### config.mk
export PLATFORM = sky130hd
export DESIGN_NAME = pndw_ram
export DESIGN_NICKNAME = d
export VERILOG_FILES = /design/src/hw/rtl/pndw_ram.sv
export SDC_FILE = /design/constraint.sdc
export NUM_CORES = 2
export LEC_CHECK = 0
export BUFFER_PORTS_ARGS = -buffer_cell sky130_fd_sc_hd__buf_2
export CORE_UTILIZATION = 43
export CTS_CLUSTER_SIZE = 16
export DETAILED_ROUTE_END_ITERATION = 8
export PLACE_DENSITY = 0.66
export SLEW_MARGIN = 5
export SYNTH_ARGS = -nofsm -noshare
export SYNTH_HDL_FRONTEND = slang
export SYNTH_MEMORY_MAX_BITS = 65536
export SYNTH_SLANG_ARGS = --single-unit
### constraint.sdc
create_clock -name clk -period 6.95 [get_ports clk]
set_input_delay 0.695 -clock clk [delete_from_list [all_inputs] [get_ports clk]]
set_output_delay 0.695 -clock clk [all_outputs]
set_load 0.03 [all_outputs]
### src/hw/rtl/pndw_ram.sv
`timescale 1ns / 1ps
// ---------------------------------------------------------------------------
// pndw_ram
// Generic single-port-write, single-port-read RAM with registered read.
// ---------------------------------------------------------------------------
module pndw_ram #(
  parameter int WIDTH = 72,
  parameter int DEPTH = 64
) (
  input  logic                     clk,
  input  logic                     we,
  input  logic [$clog2(DEPTH)-1:0] waddr,
  input  logic [WIDTH-1:0]         wdata,
  input  logic [$clog2(DEPTH)-1:0] raddr,
  output logic [WIDTH-1:0]         rdata
);

  logic [WIDTH-1:0] mem [DEPTH];

  always_ff @(posedge clk) begin
    if (we) begin
      mem[waddr] <= wdata;
    end
    rdata <= mem[raddr];
  end

endmodule

==> results_dict.tcl <==
set metrics [dict create \
    die_x_um 640 \
    cts_buffers 441 \
    dp.cells 12690 \
    irDropWorstVdd_mv 0.260 \
    synth-compound-area-share_pct 2.74 \
    cts_max_path_buffers 4 \
    antenna_left 0 \
    cts_setup_buffers 0 \
    place_hpwl_um 255000 \
    nets 7791 \
    cp_slowest_cell "nor2_4" \
    synth-async-reset-ratio_pct 0 \
    first_iter_violations 12765 \
    postCtsHoldBufs 0 \
    grt_usage_pct 23.6 \
    synthXorXnorAreaFrac_pct 0 \
    area_growth_pct 12.9 \
    synth_edf_count 4608 \
    yosysSeqAreaShare_pct 79.8 \
    synth-adder-area-share_pct 0 \
    routed_wl_um 488000 \
    yosys_warnings 0 \
    finalSetupViolCount 0 \
    worst_setup_path_end_kind "flop" \
    arrival_ns 3.67 \
    avgRoutedWirePerCell_um 36.1 \
    relSlewSlack_pct 15.1 \
    p_leak_nw 60.8 \
    port_buffers 157 \
    path_delay_family "simple AND/OR/NAND/NOR gates" \
    gr-total-overflow 0 \
    fin_cells 13526 \
    period_needed_ns 3.10 \
    max_cap_viol_count 0 \
    status "completed" \
    cp.required_ns 7.52 \
    path_cells "buf_2 -> nand4_1 -> nor2_4 -> buf_4" \
    rsz0062_at_grt "no" \
    drtPass1Iterations 5 \
    rows 234 \
    worstHoldPathType "input port to flop" \
    die_area_um2 410000 \
    cts_resized 0 \
    grt_start_max_net_pins 126 \
    avgSynthCellArea_um2 24.0 \
    synth_area_um2 175000 \
    synth_top_area_share_pct 79.0 \
    clock.fmax_mhz 323 \
    rrSetupSlack_ns 4.92 \
    htreeDepth 5 \
    initial_core_util_pct 43.2 \
    clock-skew-final_ns 0.0684 \
    cts-root-buf "clkbuf_16" \
    fin_crit_sh_pct 44.6 \
    synth.area.top_cells "edfxtp_1, mux4_2, a22oi_1" \
    synthCells 7305 \
    yosys.area.top_type "edfxtp_1" \
    tns_ns 0 \
    criticalPathCategory "input port to flop" \
    drive_gt1_share_pct 27.5 \
    grt_pass1_wl_um 675000 \
    synth_nets 7391 \
    synth_cell_type_count 27 \
    cts_sinks 4680 \
    die_h_um 640 \
    vias 85412 \
    clkTransAtPathRegs_ns 0.06 \
    core-area_um2 406000 \
    powerDensity_nw_per_um2 292 \
    gp_congestion 0.793 \
    n_fill_cell 31949 \
    cts_tree "done" \
    vias_per_cell 6.31 \
    yosys.area_share.simple_pct 0.882 \
    synth_top_family_by_area "multiplexers" \
    startpoint_type "input port" \
    register_area_um2 140000 \
    yosysMostFrequentCell "edfxtp_1" \
    slew_viol_final 0 \
    antenna_found_initial 37 \
    io_pins 158 \
    clk_latency_ns 1.00 \
    multi_input_area_um2 33900 \
    tightest_slew_ns 1.27 \
    synthTopCellsByCount "edfxtp_1, mux4_2, a22oi_1" \
    hold_viol_final 0 \
    fin_util_pct 48.7 \
    cp_num_buf_inv 2 \
    synthMuxAreaShare_pct 15.4 \
    path_max_fanout 20 \
    grt_pass1_vias 85107 \
    route.detailed.drc 0 \
    synth_flop_cell "edfxtp_1" \
    ys_ff_latch 4680 \
    critical-path-max-stage-delay_ns 1.24 \
]
[cell families (layout without fill, tap and decap cells)]
| kind of cell | count (synthesis) | count (layout) |
|---|---|---|
| flops | 4680 | 4680 |
| mux | 1260 | 1260 |
| compound gates | 630 | 630 |
| buf+inv | 418 | 1187 |
| simple gates | 317 | 317 |
| other cells | 0 | 24 |
[final cells by class]
class	instances	share of cell area, %
antenna	24	0.0304
tap	5428	3.43
timing repair buffer	375	1.57
clock buffer	568	5.93
sequential	4680	70.7
multi-input combinational	2207	17.2
clock inverter	244	1.18
[state kept, by name, summed over array words and instances (netlist names)]
signal / flops
mem: 4608
rdata: 72
[cells in the final DEF, fill, tap and decap left out, types with 6 or more instances in the layout]
cell	synthesis	final
nor2_1	120	56
clkinv_2	0	67
o221ai_1	54	54
diode_2	0	24
clkinv_16	0	6
edfxtp_1	4608	4608
nand2_1	8	6
nand3b_1	26	26
a211oi_1	72	72
a22oi_1	288	288
nor2_4	0	64
clkinvlp_4	0	10
buf_12	0	52
o211a_1	72	72
clkinv_1	0	101
clkbuf_8	0	17
clkbuf_16	0	443
inv_16	0	7
buf_2	190	153
o22ai_1	144	144
inv_6	0	8
mux4_2	1152	1152
dfxtp_1	72	72
mux2i_1	108	108
buf_4	56	168
nand3_1	128	127
clkbuf_1	143	108
bufinv_16	0	34
[report_power, final]
group          switching (mW)  internal (mW)  leakage, nW
clock network            10.4           13.2         6.85
logic                    1.79          0.951         11.8
registers               0.145           31.3         42.1
[worst paths after layout]
kind | from | endpoint | cells after the start
max | waddr[2] | mem[7][61] | 4
min | wdata[21] | mem[42][21] | 2
max reg2reg | mem[43][30] | rdata[30] | 4
min reg2reg | mem[36][18] | rdata[18] | 4
[per-layer routing]
layer	vias to the layer above	share of wire, %	global-route usage (%)
li1	32620	-	-
met1	46389	38	32.7
met2	5482	48	38.1
met3	911	10	4.02
met4	10	3.9	7.92
met5	-	0.014	0
[metrics by stage]
step	area (µm²)	setup slack (ns)	total power, mW	hold slack (ns)
detailed placement	184000	2.93	34.8	0.820
CTS	198000	3.93	58.0	0.318
floorplan	175000	0.256	33.5	0.780
global placement	184000	2.94	34.7	0.818
finish	198000	3.85	57.7	0.357
global route	198000	3.90	59.1	0.367
Power figures use the tool's default switching activity.
