## config.mk

```make
export PLATFORM = sky130hd
export DESIGN_NAME = pndw_arith
export DESIGN_NICKNAME = d
export VERILOG_FILES = /design/src/hw/rtl/pndw_pkg.sv /design/src/hw/rtl/pndw_arith.sv
export SDC_FILE = /design/constraint.sdc
export NUM_CORES = 2
export LEC_CHECK = 0
export BUFFER_PORTS_ARGS = -buffer_cell sky130_fd_sc_hd__buf_2
export CELL_PAD_IN_SITES_DETAIL_PLACEMENT = 0
export CELL_PAD_IN_SITES_GLOBAL_PLACEMENT = 1
export CORE_MARGIN = 2
export CORE_UTILIZATION = 45
export DETAILED_ROUTE_END_ITERATION = 8
export HOLD_SLACK_MARGIN = 0.02
export PLACE_DENSITY = 0.82
export SYNTH_ARGS = -nofsm -noshare
export SYNTH_HDL_FRONTEND = slang
export SYNTH_SLANG_ARGS = --single-unit
```

## constraint.sdc

```tcl
create_clock -name clk -period 14.2 [get_ports clk]
set_input_delay 1.42 -clock clk [delete_from_list [all_inputs] [get_ports clk]]
set_output_delay 1.42 -clock clk [all_outputs]
set_load 0.01 [all_outputs]
```

## src/hw/rtl/pndw_pkg.sv

```systemverilog
`timescale 1ns / 1ps
// ---------------------------------------------------------------------------
// pndw_pkg
// Shared types and constants for the particle neighbor distance weight block.
// ---------------------------------------------------------------------------
package pndw_pkg;

  localparam int COORD_W  = 24;
  localparam int RADIUS_W = 24;
  localparam int IDX_W    = 6;
  localparam int CNT_W    = 7;
  localparam int QC_W     = 16;
  localparam int QO_W     = 18;
  localparam int W_W      = 17;
  localparam int DIFF_W   = 25;
  localparam int SQ_W     = 52;
  localparam int ROOT_W   = 26;
  localparam int RATIO_ONE = 65536;
  localparam logic [QO_W-1:0] OLD_RATIO_MAX = 18'h3FFFF;

  typedef enum logic [3:0] {
    ST_IDLE,
    ST_FULL,
    ST_READ,
    ST_WAIT,
    ST_DIST,
    ST_CHECK,
    ST_DIST_OLD,
    ST_ROOT,
    ST_DIV,
    ST_KERN,
    ST_EMIT,
    ST_NEXT,
    ST_STORE
  } state_t;

  typedef enum logic [1:0] {
    OP_DIST,
    OP_ROOT,
    OP_DIV,
    OP_KERN
  } arith_op_t;

endpackage

```

## src/hw/rtl/pndw_arith.sv

```systemverilog
`timescale 1ns / 1ps
// ---------------------------------------------------------------------------
// pndw_arith
// Shared iterative unit: squared distance, integer square root, ratio divide
// and the Wendland kernel, one small step per cycle under a start strobe.
// ---------------------------------------------------------------------------
module pndw_arith import pndw_pkg::*; (
  input  logic                  clk,
  input  logic                  rst,
  input  arith_op_t             op,
  input  logic                  start,
  input  logic [3*COORD_W-1:0]  pos_a,
  input  logic [3*COORD_W-1:0]  pos_b,
  input  logic [RADIUS_W-1:0]   radius,
  input  logic [SQ_W-1:0]       sq_in,
  input  logic [ROOT_W-1:0]     root_in,
  input  logic [QO_W-1:0]       q_in,
  output logic                  busy,
  output logic [SQ_W-1:0]       sq_out,
  output logic [ROOT_W-1:0]     root_out,
  output logic [ROOT_W+16-1:0]  quo_out,
  output logic [W_W-1:0]        w_out
);

  localparam int QUO_W = ROOT_W + 16; // full quotient, radius may be as small as one

  logic [5:0]          step;
  arith_op_t           cur_op;
  logic [SQ_W-1:0]     acc;
  logic [SQ_W-1:0]     rem;
  logic [ROOT_W-1:0]   res;
  logic [ROOT_W+16-1:0] dividend;
  logic [QUO_W-1:0]    quo;
  logic [RADIUS_W:0]   drem;
  logic [DIFF_W-1:0]   dabs;
  logic [2*DIFF_W-1:0] prod;
  logic [33:0]         kprod;
  logic [16:0]         m, m4;
  logic [18:0]         fac;

  // component difference for the distance op
  always_comb begin
    logic signed [DIFF_W-1:0] a, b, d;
    a = DIFF_W'($signed(pos_a[step[1:0]*COORD_W +: COORD_W]));
    b = DIFF_W'($signed(pos_b[step[1:0]*COORD_W +: COORD_W]));
    d = a - b;
    dabs = d[DIFF_W-1] ? DIFF_W'(-d) : d;
    prod = dabs * dabs;
  end

  // root trial
  logic [SQ_W+1:0] trial;
  logic [SQ_W+1:0] rem_sh;
  always_comb begin
    rem_sh = {rem, acc[SQ_W-1 -: 2]} ;
    trial  = {{(SQ_W-ROOT_W){1'b0}}, res, 2'b01};
  end

  // divide trial
  logic [RADIUS_W+1:0] dtrial;
  always_comb begin
    dtrial = {drem, dividend[ROOT_W+16-1]} - {2'b0, radius};
  end

  always_comb begin
    kprod = m * m;
  end

  always_ff @(posedge clk) begin
    if (rst) begin
      busy <= 1'b0;
      step <= '0;
    end else if (start) begin
      busy   <= 1'b1;
      step   <= '0;
      cur_op <= op;
      acc    <= (op == OP_ROOT) ? sq_in : '0;
      rem    <= '0;
      res    <= '0;
      quo    <= '0;
      drem   <= '0;
      m      <= 17'(RATIO_ONE) - 17'(q_in);
      dividend <= {root_in, 16'b0};
    end else if (busy) begin
      step <= step + 6'd1;
      unique case (cur_op)
        OP_DIST: begin
          acc <= acc + SQ_W'(prod);
          if (step == 6'd2) busy <= 1'b0;
        end
        OP_ROOT: begin
          acc <= {acc[SQ_W-3:0], 2'b00};
          if (rem_sh >= trial) begin
            rem <= SQ_W'(rem_sh - trial);
            res <= {res[ROOT_W-2:0], 1'b1};
          end else begin
            rem <= SQ_W'(rem_sh);
            res <= {res[ROOT_W-2:0], 1'b0};
          end
          if (step == 6'(ROOT_W - 1)) busy <= 1'b0;
        end
        OP_DIV: begin
          dividend <= {dividend[ROOT_W+16-2:0], 1'b0};
          if (!dtrial[RADIUS_W+1]) begin
            drem <= dtrial[RADIUS_W:0];
            quo  <= {quo[QUO_W-2:0], 1'b1};
          end else begin
            drem <= {drem[RADIUS_W-1:0], dividend[ROOT_W+16-1]};
            quo  <= {quo[QUO_W-2:0], 1'b0};
          end
          if (step == 6'(ROOT_W + 16 - 1)) busy <= 1'b0;
        end
        default: begin
          // kernel: m^2, m2^2, then times (1+4q)
          unique case (step[1:0])
            2'd0: begin
              m  <= 17'((kprod + 34'd32768) >> 16);
            end
            2'd1: begin
              m4  <= 17'((kprod + 34'd32768) >> 16);
              fac <= 19'(RATIO_ONE) + {q_in[16:0], 2'b00};
            end
            default: begin
              busy <= 1'b0;
            end
          endcase
        end
      endcase
    end
  end

  logic [35:0] wprod;
  logic [35:0] wsum;
  assign wprod = m4 * fac;
  assign wsum  = (wprod + 36'd32768) >> 16;
  assign w_out = (wsum > 36'(RATIO_ONE)) ? W_W'(RATIO_ONE) : W_W'(wsum);
  assign sq_out   = acc;
  assign root_out = res;
  assign quo_out  = quo;

endmodule

```

==> qor.txt <==
outcome: completed
Critical Path AT: 13.14 ns
Rel. slew slack: 25.74%
Primary FF master, synth: edfxtp_1
Critical Path Start Type: flop
Synth Area in XOR/XNOR: 3.548%
setup TNS: 0 ns
Crit Reg-Reg Endpoint: sq_out[50]
Worst-path clk slew: 0.06 ns
GRT Residual Overflow: 0
crit path max fanout: 32
Net count, final: 7742
drt total wl: 141200 um
DR vias: 39.87k
vias in the first global route: 42.23k
placed cell count: 7538
peak per-stage delay on the critical path: 0.76 ns
Hold/Removal Path Class: flop to flop
Met3 Wirelength: 10660 um
synth warn: 0
Post-CTS Setup Repair Bufs: 0
syn_area_per_cell: 9.378 sq um
fin cells: 7606
kind of critical path: flop to flop
asr flop ratio synth: 0%
worst r2r src: step[1]
mean number of vias per cell: 5.242
GRT Total Usage: 23.68%
compound-cell area share of the yosys netlist: 8.373%
Worst Hold Path Cells: 2
WL met1: 63690 um
slowest stage cell, crit path: dfxtp_2
Hold Path Sink: step[5]
CTS tree: built
die height: 349.5 um
Root Buffer: clkbuf_16
critical path startpoint: step[1]
routed len/inst: 18.56 um
post-DP HPWL: 114400 um
synthesized flop and latch total: 283
H-tree Lvls: 2
antenna viol nets, final: 0
Final setup viols: 0
layout cells sized above 1: 10.57%
met2 WL post-DR: 63660 um
hold buffer count at cts: 0
Final Hold Viols: 0
Port-buffer cells: 405
sequential area share after synthesis: 15.69%
core region area: 0.1182 sq mm
post-synthesis mux area share: 2.453%
Max Slew Vio Count: 0
CTS buffer count: 35
maximum root-to-sink buffer count: 3
hold path startpoint: step[5]
clock sink count: 283
unrepaired setup endpoints after global routing: no
reg-to-reg slack, setup: 1.37 ns
Max Used Layer: met5
Post-synth EDFFs: 276
reg2reg path depth: 43
IO Count: 407
residual DRC count: 0
CP Data Required Time: 14.51 ns
DRT Pass-1 Iters: 5
crit path time final: 12.83 ns
clk_skew: 0.02552 ns
Worst-Margin Slew: 1.114 ns
pin count of the biggest net entering global routing: 86
first-pass GRT wire length: 228300 um
Clk Latency, worst-skew pair: 0.60 ns
CP Capture Type: flop
Max Freq: 77.97 MHz
Synth Area in Simple Gates: 13.13%
synthesis-to-layout area growth: 9.214%
final core utilization: 49.61%
Tcrit/Tclk final: 90.32%
post-synthesis cell area: 0.05371 sq mm
GPL Wtd Cong: 0.9308
Starting DRT DRC Count: 2577
initial core utilization: 45.42%
largest family of logic cells by synthesized area: adder cells
Post-Synth Adder-Cell Area: 46.51%
initial antenna violation count: 9
Die W: 349.5 um
full die area: 0.1221 sq mm
post-CTS sizing: 0
FP Rows: 126
Post-Synthesis Cells: 5727
most frequent CP cell: fa_1
synth unique cells: 99
Max-Cap Viols: 0
critical path: cells and delay by family, from the launching register on:
| family | cells | cell delay (ns) |
|---|---|---|
| and+or+nand+nor | 9 | 1.67 |
| xor gates and xnor gates | 3 | 0.89 |
| buffers and inverters | 9 | 1.65 |
| adders and majority gates | 9 | 4.36 |
| AOI/OAI and AO/OA | 12 | 2.93 |
| DFF | 1 | 0.76 |
| muxes | 1 | 0.24 |
layout by cell type, fill, tap and decap left out, drive strengths merged, types with 41 or more instances in the layout:
cell type  netlist  routed
o21ai          164     164
mux2i           75      75
and2           196     196
xor2            74      74
xnor2          138     138
nor2           400     400
inv           1258    1262
nor3            44      44
a21o            89      89
mux2            50      50
clkbuf         175      41
buf             29     461
a21oi          216     216
edfxtp         276     276
nor2b           72      72
fa             937     937
ha             497     497
nand2          586     586
synth_stat cells (all sizes together) (15+ instances only):
library cell | number | area [sq um]
nand2b | 26 | 162.7
nand4 | 25 | 162.6
a211oi | 23 | 190.2
o31ai | 17 | 141.4
nor2b | 72 | 450.4
nand2 | 586 | 2207
inv | 1258 | 4722
and3 | 24 | 155.1
a21oi | 216 | 1096
nor2 | 400 | 1504
a31oi | 25 | 156.4
o21bai | 18 | 135.1
o21a | 31 | 234.0
edfxtp | 276 | 8288
xor2 | 74 | 655.6
or4 | 15 | 120.1
mux2 | 50 | 566.8
mux2i | 75 | 750.7
and2 | 196 | 1226
a22oi | 21 | 157.7
o21ai | 164 | 820.8
ha | 497 | 6218
a21o | 89 | 668.1
xnor2 | 138 | 1250
clkbuf | 175 | 656.9
buf | 29 | 128.9
or2 | 16 | 100.1
nand3 | 37 | 185.2
fa | 937 | 18760
nor4 | 25 | 177.7
nor3 | 44 | 220.2
cell families (layout without fill, tap and decap cells):
kind of cell / after synthesis / after routing
muxes: 125 / 125
buffers and inverters: 1466 / 1786
and+or+nand+nor: 1513 / 1513
AOI/OAI and AO/OA: 692 / 692
adders and majority gates: 1434 / 1434
DFF: 283 / 283
xor gates and xnor gates: 212 / 212
other: 2 / 25
worst max-delay path by stage:
stage / cells after the start / endpoint
floorplan: 40 / sq_out[51]
global placement: 42 / sq_out[51]
detailed placement: 42 / sq_out[51]
CTS: 43 / sq_out[46]
global route: 43 / sq_out[50]
finish: 43 / sq_out[50]
per-layer routing:
layer,global-route usage [%],vias to the layer above
met4,5.155,10
met3,4.741,192
li1,-,18590
met1,33.24,19900
met2,37.95,1173
met5,0,-
metrics by stage:
| stage | area [sq um] | hold slack, ns | setup WS (ns) |
|---|---|---|---|
| after floorplan | 53770 | 0.4723 | 3.236 |
| after global placement | 57450 | 0.4908 | 1.344 |
| after detailed placement | 57450 | 0.4994 | 1.262 |
| after CTS | 58640 | 0.5077 | 1.511 |
| after global routing | 58640 | 0.5542 | 0.6713 |
| final | 58650 | 0.5060 | 1.374 |
state kept, by name, indices dropped and copies added, names as in the netlist:
signal / count
cur_op: 2
rem: 52
sq_out: 52
root_out: 26
dividend: 26
m: 17
quo_out: 42
m4: 17
step: 6
fac: 17
drem: 25
busy: 1
cell type report:
type / count / area [sq um]
multi-input combinational: 3995 / 39890
timing repair buffer: 462 / 2464
tap: 1536 / 1922
antenna: 6 / 15.01
clock buffer: 40 / 894.6
inverter: 1262 / 4737
fill: 11160 / 59580
sequential: 283 / 8431
clock inverter: 22 / 296.5
Power is left out: the tool's default activity adds up to more than one toggle a clock period on the data nets, which glitch-free logic cannot reach.
